===== config.mk =====
export PLATFORM = sky130hd
export DESIGN_NAME = lru_cache_miss_counter
export DESIGN_NICKNAME = d
export VERILOG_FILES = /design/src/hw/rtl/lcmc_pkg.sv /design/src/hw/rtl/lcmc_tag_store.sv /design/src/hw/rtl/lcmc_recency.sv /design/src/hw/rtl/lru_cache_miss_counter.sv
export VERILOG_INCLUDE_DIRS = /design/src /design/src/hw/rtl
export SDC_FILE = /design/constraint.sdc
export NUM_CORES = 2
export LEC_CHECK = 0
export ABC_AREA = 1
export BUFFER_PORTS_ARGS = -buffer_cell sky130_fd_sc_hd__buf_2
export CAP_MARGIN = 30
export CORE_AREA = 8 8 352 354
export DETAILED_ROUTE_END_ITERATION = 8
export DIE_AREA = 0 0 360 362
export PLACE_DENSITY_LB_ADDON = 0.3
export SYNTH_ARGS = -nofsm -noshare
export SYNTH_HDL_FRONTEND = slang
export SYNTH_SLANG_ARGS = --single-unit

===== constraint.sdc =====
create_clock -name aclk -period 4.7 [get_ports aclk]
set_clock_uncertainty 0.1 [all_clocks]
set_input_delay 0.705 -clock aclk [delete_from_list [all_inputs] [get_ports aclk]]
set_output_delay 0.705 -clock aclk [all_outputs]
set_load 0.01 [all_outputs]

===== src/hw/rtl/lru_cache_miss_counter_defines.svh =====
// Assertion macros for the LRU cache miss counter RTL.
`ifndef LRU_CACHE_MISS_COUNTER_DEFINES_SVH
`define LRU_CACHE_MISS_COUNTER_DEFINES_SVH

// Check a property on every aclk edge outside reset.
`define LCMC_ASSERT(label, prop, msg) \
    label: assert property (@(posedge aclk) disable iff (!aresetn) (prop)) else $error(msg);

// Check a property on every aclk edge, reset included.
`define LCMC_ASSERT_ALWAYS(label, prop, msg) \
    label: assert property (@(posedge aclk) (prop)) else $error(msg);

`endif


===== src/hw/rtl/lcmc_pkg.sv =====
// Shared types and constants for the LRU cache miss counter.
package lcmc_pkg;

    localparam int ENTRIES_DEFAULT = 16;
    localparam int ADDR_W          = 32;
    localparam int COUNT_W         = 32;
    localparam int CAP_W           = 5;
    localparam logic [CAP_W-1:0] CAP_RESET = 5'd16;

    typedef enum logic {
        ACT_ACCESS = 1'b0,
        ACT_REPORT = 1'b1
    } lcmc_action_t;

    typedef struct packed {
        lcmc_action_t      action;
        logic [ADDR_W-1:0] address;
    } lcmc_in_t;

    typedef struct packed {
        logic               hit;
        logic [COUNT_W-1:0] miss_count;
    } lcmc_out_t;

    // Recency update request: promote the selected line, and mark a fresh fill.
    typedef struct packed {
        logic promote;
        logic fill;
    } lcmc_rank_cmd_t;

endpackage


===== src/hw/rtl/lcmc_tag_store.sv =====
// Tag registers with one comparator per line.
module lcmc_tag_store #(
    parameter int ENTRIES = lcmc_pkg::ENTRIES_DEFAULT
) (
    input  logic                        aclk,
    input  logic                        wr_en,
    input  logic [ENTRIES-1:0]          wr_sel,
    input  logic [lcmc_pkg::ADDR_W-1:0] lookup_addr,
    output logic [ENTRIES-1:0]          match_vec
);
    import lcmc_pkg::*;

    logic [ADDR_W-1:0] tag_reg [ENTRIES];

    for (genvar i = 0; i < ENTRIES; i++) begin : g_line
        always_ff @(posedge aclk) begin
            if (wr_en && wr_sel[i]) begin
                tag_reg[i] <= lookup_addr;
            end
        end

        assign match_vec[i] = (tag_reg[i] == lookup_addr);
    end

endmodule


===== src/hw/rtl/lcmc_recency.sv =====
// Per-line recency ranks, LRU line detection and rank promotion.
module lcmc_recency #(
    parameter  int ENTRIES = lcmc_pkg::ENTRIES_DEFAULT,
    localparam int RANK_W  = (ENTRIES > 1) ? $clog2(ENTRIES) : 1,
    localparam int FILL_W  = RANK_W + 1
) (
    input  logic                     aclk,
    input  logic                     aresetn,
    input  lcmc_pkg::lcmc_rank_cmd_t cmd,
    input  logic [ENTRIES-1:0]       sel_vec,
    input  logic [ENTRIES-1:0]       valid_vec,
    input  logic [FILL_W-1:0]        filled,
    output logic [ENTRIES-1:0]       lru_vec
);
    import lcmc_pkg::*;

    logic [RANK_W-1:0] rank_reg  [ENTRIES];
    logic [RANK_W-1:0] rank_next [ENTRIES];
    logic [RANK_W-1:0] sel_rank;
    logic [FILL_W-1:0] old_rank;
    logic [FILL_W-1:0] oldest_rank;

    // Rank of the selected line; the select is one-hot, so OR the lines.
    always_comb begin
        sel_rank = '0;
        for (int i = 0; i < ENTRIES; i++) begin
            if (sel_vec[i]) begin
                sel_rank = sel_rank | rank_reg[i];
            end
        end
    end

    // A fresh line ranks behind every old line before promotion.
    assign old_rank    = cmd.fill ? filled : {1'b0, sel_rank};
    assign oldest_rank = filled - 1'b1;

    for (genvar i = 0; i < ENTRIES; i++) begin : g_line
        assign lru_vec[i] = valid_vec[i] && ({1'b0, rank_reg[i]} == oldest_rank);

        always_comb begin
            rank_next[i] = rank_reg[i];
            if (cmd.promote) begin
                if (sel_vec[i]) begin
                    rank_next[i] = '0;
                end else if (valid_vec[i] && ({1'b0, rank_reg[i]} < old_rank)) begin
                    rank_next[i] = rank_reg[i] + 1'b1;
                end
            end
        end

        always_ff @(posedge aclk) begin
            if (!aresetn) begin
                rank_reg[i] <= '0;
            end else begin
                rank_reg[i] <= rank_next[i];
            end
        end
    end

endmodule


===== src/hw/rtl/lru_cache_miss_counter.sv =====
// Top level of the fully associative LRU cache miss counter.
//
// Fully associative tag store of ENTRIES lines with least-recently-used
// replacement and a saturating 32-bit miss counter. Each input word is either
// an access (action = access, address = tag) or a report (action = report),
// and each yields exactly one result word: hit, and the miss count (after the
// access, or before clearing for a report). The block takes one word per clock
// unless the result register is full and m_ready is low, and passes it through
// one input register, then a stage in which all lines compare their tag in
// parallel and update their rank, then the result register. That parallel
// compare and rank update is what sets the one-word-per-cycle rate. The
// capacity register (reset 16) limits how many lines a miss may fill; values
// above ENTRIES act as ENTRIES, zero makes every access a miss and leaves the
// lines untouched. Lowering capacity drops no line. Write capacity only while
// the block is idle. No clearing pass is needed after reset.
module lru_cache_miss_counter #(
    parameter int ENTRIES = lcmc_pkg::ENTRIES_DEFAULT
) (
    input  logic                       aclk,
    input  logic                       aresetn,
    input  logic                       cfg_wr_en,
    input  logic [lcmc_pkg::CAP_W-1:0] cfg_wr_data,
    input  logic                       s_valid,
    output logic                       s_ready,
    input  lcmc_pkg::lcmc_in_t         s_data,
    output logic                       m_valid,
    input  logic                       m_ready,
    output lcmc_pkg::lcmc_out_t        m_data
);
    import lcmc_pkg::*;
    `include "lru_cache_miss_counter_defines.svh"

    localparam int RANK_W = (ENTRIES > 1) ? $clog2(ENTRIES) : 1;
    localparam int FILL_W = RANK_W + 1;
    localparam int CMP_W  = (FILL_W > CAP_W) ? FILL_W : CAP_W;

    // Configuration and bookkeeping state.
    logic [CAP_W-1:0]   capacity_reg;
    logic [FILL_W-1:0]  filled_reg,     filled_next;
    logic [COUNT_W-1:0] miss_total_reg, miss_total_next;

    // Input register and result register.
    logic      s1_valid_reg, s1_valid_next;
    lcmc_in_t  s1_data_reg;
    logic      m_valid_reg,  m_valid_next;
    lcmc_out_t m_data_reg,   m_data_next;

    logic           advance;
    logic [FILL_W-1:0] cap_eff;
    logic           cap_zero;
    logic           is_access, is_report;
    logic           hit, miss, fill, replace;
    logic [ENTRIES-1:0] valid_vec, raw_match, match_vec, fill_vec, lru_vec, sel_vec;
    lcmc_rank_cmd_t rank_cmd;

    // Move the item on when the result register is free or being drained.
    assign advance = s1_valid_reg && (!m_valid_reg || m_ready);
    assign s_ready = !s1_valid_reg || advance;
    assign m_valid = m_valid_reg;
    assign m_data  = m_data_reg;

    // Clamp capacity to the number of physical lines.
    always_comb begin
        if (CMP_W'(capacity_reg) > CMP_W'(ENTRIES)) begin
            cap_eff = FILL_W'(ENTRIES);
        end else begin
            cap_eff = FILL_W'(capacity_reg);
        end
    end
    assign cap_zero = (cap_eff == '0);

    for (genvar i = 0; i < ENTRIES; i++) begin : g_line
        assign valid_vec[i] = (FILL_W'(i) < filled_reg);
        assign fill_vec[i]  = (FILL_W'(i) == filled_reg);
    end

    // Only filled lines may hit; stored tags are unique, so at most one does.
    assign match_vec = raw_match & valid_vec;

    assign is_access = advance && (s1_data_reg.action == ACT_ACCESS);
    assign is_report = advance && (s1_data_reg.action == ACT_REPORT);
    assign hit       = is_access && !cap_zero && (|match_vec);
    assign miss      = is_access && !hit;
    assign fill      = miss && !cap_zero && (filled_reg < cap_eff);
    assign replace   = miss && !cap_zero && !fill;

    // Pick the line to promote: the hit line, the next free line, or the LRU line.
    always_comb begin
        if (hit) begin
            sel_vec = match_vec;
        end else if (fill) begin
            sel_vec = fill_vec;
        end else begin
            sel_vec = lru_vec;
        end
    end

    assign rank_cmd.promote = hit || fill || replace;
    assign rank_cmd.fill    = fill;

    lcmc_tag_store #(
        .ENTRIES (ENTRIES)
    ) u_tag_store (
        .aclk        (aclk),
        .wr_en       (fill || replace),
        .wr_sel      (sel_vec),
        .lookup_addr (s1_data_reg.address),
        .match_vec   (raw_match)
    );

    lcmc_recency #(
        .ENTRIES (ENTRIES)
    ) u_recency (
        .aclk      (aclk),
        .aresetn   (aresetn),
        .cmd       (rank_cmd),
        .sel_vec   (sel_vec),
        .valid_vec (valid_vec),
        .filled    (filled_reg),
        .lru_vec   (lru_vec)
    );

    // Advance the fill level, count misses with saturation, clear on report, and build the result word.
    always_comb begin
        filled_next     = filled_reg;
        miss_total_next = miss_total_reg;
        m_data_next     = m_data_reg;
        if (fill) begin
            filled_next = filled_reg + 1'b1;
        end
        if (is_report) begin
            miss_total_next = '0;
        end else if (miss && (miss_total_reg != '1)) begin
            miss_total_next = miss_total_reg + 1'b1;
        end
        if (advance) begin
            m_data_next.hit        = hit;
            m_data_next.miss_count = is_report ? miss_total_reg : miss_total_next;
        end
    end

    always_comb begin
        s1_valid_next = s1_valid_reg;
        if (s_valid && s_ready) begin
            s1_valid_next = 1'b1;
        end else if (advance) begin
            s1_valid_next = 1'b0;
        end

        m_valid_next = m_valid_reg;
        if (advance) begin
            m_valid_next = 1'b1;
        end else if (m_ready) begin
            m_valid_next = 1'b0;
        end
    end

    always_ff @(posedge aclk) begin
        if (!aresetn) begin
            capacity_reg   <= CAP_RESET;
            filled_reg     <= '0;
            miss_total_reg <= '0;
            s1_valid_reg   <= 1'b0;
            m_valid_reg    <= 1'b0;
        end else begin
            if (cfg_wr_en) begin
                capacity_reg <= cfg_wr_data;
            end
            filled_reg     <= filled_next;
            miss_total_reg <= miss_total_next;
            s1_valid_reg   <= s1_valid_next;
            m_valid_reg    <= m_valid_next;
        end
    end

    // Payload registers: hold unless a new word moves in.
    always_ff @(posedge aclk) begin
        if (s_valid && s_ready) begin
            s1_data_reg <= s_data;
        end
        m_data_reg <= m_data_next;
    end

    `LCMC_ASSERT(a_match_unique, $onehot0(match_vec), "two filled lines hold the same tag")
    `LCMC_ASSERT(a_lru_single, replace |-> $onehot(lru_vec), "no single LRU line at replacement")
    `LCMC_ASSERT(a_filled_bound, filled_reg <= FILL_W'(ENTRIES), "fill count past line count")
    `LCMC_ASSERT(a_report_clears, is_report |=> (miss_total_reg == '0), "report left the count set")

endmodule


==> out/metrics.yaml <==
detailed_routing:
  ant_nets: 0
  viasPerCell: 4.76
  vias: 29300
  drt_iter0_drc: 2715
  dr.pass1.iters: 5
  wl_um: 127000
  route.detailed.drc: 0
  wire_per_inst_um: 20.6
floorplanning:
  initial_core_util_pct: 29.6
  fp.dieW_um: 360
  fp-row-count: 127
  io_pins: 78
  die_height_um: 362
  dieArea_sq_um: 130000
  core_area_sq_um: 119000
yosys:
  synthDistinctLibCells: 55
  netlist_area_sq_um: 35100
  yosysTopAreaCellShare_pct: 49.4
  synthTopCellsByCount: "nand2_1, edfxtp_1, inv_1"
  yosysSeqAreaShare_pct: 55.6
  synth-main-ff-cell: "edfxtp_1"
  synth_edf_count: 578
  ys_seq_elements: 686
  postSynth.asyncResetShare_pct: 0
  synth.most_common_cell: "nand2_1"
  avgSynthCellArea_sq_um: 9.08
  yosysTopAreaCell: "edfxtp_1"
  yosys-top-cells-area: "edfxtp_1, nand2_1, dfxtp_1"
  synthCells: 3870
  yosys_warnings: 0
  synth_nets: 3987
worst_setup_path:
  r2r-end: "u_recency.rank_reg[6][3]$_SDFFE_PN0P_"
  worstSetupStartpointType: "flip-flop"
  reg2reg_depth: 38
  worstReg2RegStart: "s1_data_reg[4]$_DFFE_PP_"
  r2r_slack_ns: -0.31
  required_ns: 5.16
  crit_type: "reg2reg"
  crit_fanout: 10
  cp-end-kind: "flip-flop"
  max_stage_delay_ns: 0.52
  crit_arrival_ns: 5.46
  cp_slowest_cell: "edfxtp_1"
sta:
  rsz0062_at_grt: "yes"
  worst_pin_slew_ns: 0.773
  setup_viol: 96
  tns_ns: -21.58
  max_freq_ghz: 0.200
  finalCritPeriodShare_pct: 107
  hold_viol_final: 0
  slew_violations: 0
  setup_ws_ns: -0.308
  post-route-min-period_ns: 5.01
  max-slew-margin-rel_pct: 48.4
global_routing:
  overflow: 0
  antenna_found_initial: 1
  grt_pass1_wl_um: 184000
  grt_pass1_vias: 28300
  grt_usage_pct: 18.5
  grt_max_degree: 55
cells_and_area:
  nNetsFinal: 4670
  drive_gt1_share_pct: 27.2
  area_growth_pct: 34.4
  largest_reg_flops: 512
  antennaDiodeCount: 0
  fillers: 11500
  multi_input_area_sq_um: 14700
  stdcell_area_sq_um: 47200
  final_cells: 6165
  final_core_util_pct: 39.8
  regArea_sq_um: 19500
placement:
  portBuffers: 77
  place_area_sq_um: 41400
  gp_congestion: 0.924
  place_inst: 5904
  hpwl_um: 89100
run:
  maxCapViolations: 0
clock_network:
  cts_tree: "yes"
  htree_levels: 3
  clkSlewWorstSetupHoldPaths_ns: 0.06
  clk_latency_ns: 0.68
  clock-sinks: 686
  cts_buffers: 82
  clk_path_buf_depth: 3
  cts-root-buf: "clkbuf_16"
  hold_buffers: 0
pwr:
  peakVddDrop_mv: 0.340
  p_leak_nw: 19.2
  power.density_nw_per_um2: 305
status:
  status: "finished with violations"
  violations: "negative setup slack"
worst_hold_path:
  min_to: "s1_data_reg[2]$_DFFE_PP_"
  hp-start: "s_data[2]"
  hold_path_depth: 1
  hold_path_class: "in2reg"
-- per-layer routing --
| layer | track usage [%] | up-vias | wire [um] |
|---|---|---|---|
| li1 | - | 14100 | - |
| met1 | 24.2 | 14000 | 54200 |
| met2 | 31.6 | 1005 | 60600 |
| met3 | 2.33 | 235 | 7390 |
| met4 | 6.66 | 0 | 4970 |
| met5 | 0 | - | 0 |
-- stage by stage --
stage	hold slack (ns)	setup slack (ns)	power, mW
after CTS	0.0707	-0.246	14.5
after global placement	0.403	-0.946	7.97
after global routing	0.0862	-0.561	14.8
final	0.105	-0.308	14.4
after detailed placement	0.410	-0.924	7.98
after floorplan	0.380	0.109	7.35
-- worst max-delay path, delay by kind of cell, from the launching register on --
family	cells	cell delay, ns
simple gates	20	1.72
compound gates	9	1.31
buf+inv	8	1.04
flops	1	0.52
fa+ha+maj	1	0.19
-- power by group --
part	leakage, nW	internal, mW	switching, mW
clock	1.27	3.63	2.74
sequential	6.11	6.63	0.0228
combinational	11.8	0.553	0.811
-- worst max path at each step --
stage	from	endpoint	slack (ns)	depth (start not counted)
3_3_place_gp	filled_reg[4]$_SDFFE_PN0N_	u_recency.rank_reg[7][2]$_SDFFE_PN0P_	-0.95	35
2_1_floorplan	capacity_reg[0]$_SDFFE_PN0P_	u_recency.rank_reg[15][3]$_SDFFE_PN0P_	0.11	28
6_report	s1_data_reg[4]$_DFFE_PP_	u_recency.rank_reg[6][3]$_SDFFE_PN0P_	-0.31	38
4_1_cts	s1_data_reg[4]$_DFFE_PP_	u_recency.rank_reg[9][3]$_SDFFE_PN0P_	-0.25	37
5_1_grt	s1_data_reg[27]$_DFFE_PP_	u_recency.rank_reg[9][3]$_SDFFE_PN0P_	-0.56	35
3_5_place_dp	filled_reg[4]$_SDFFE_PN0N_	u_recency.rank_reg[15][3]$_SDFFE_PN0P_	-0.92	31
-- timing repair --
item / in CTS / in global routing
setup buffers: 82 / 20
pin swaps: 78 / 117
gates cloned: 8 / 6
resized for setup: 282 / 195
setup endpoints to repair: 64 / 96
-- area by class of cell --
cell class | instances | share of cell area, %
Sequential cell | 686 | 41.3
Multi-Input combinational cell | 2591 | 31.2
Timing Repair Buffer | 707 | 13.7
Clock buffer | 96 | 4.46
Tap cell | 1548 | 4.10
Inverter | 484 | 4.02
Clock inverter | 52 | 1.21
Timing Repair inverter | 1 | 0.0159
-- cells in the final DEF, fill, tap and decap left out, types with 72 or more instances in the layout --
cell       synthesis  routed
nand2_1         1072    1008
edfxtp_1         578     578
buf_4             42     490
inv_1            436     418
nor2_1           429     367
xnor2_1          144     135
o21ai_0          163     134
nand3_1          173     123
dfxtp_1          108     107
clkbuf_16          0      88
xor2_1            84      83
buf_2             29      77
o21ai_1           59      75
nand2_2           30      75
a21oi_1          116      74
buf_12             0      72
-- cells by family after synthesis --
| kind of cell | Yosys count | share of synthesized area (%) |
|---|---|---|
| xor+xnor | 229 | 5.73 |
| fa+ha+maj | 74 | 2.64 |
| compound gates | 428 | 6.70 |
| simple gates | 1859 | 22.1 |
| buf+inv | 594 | 7.22 |
| flops | 686 | 55.6 |
No activity file was read; power rests on OpenSTA's default activity.
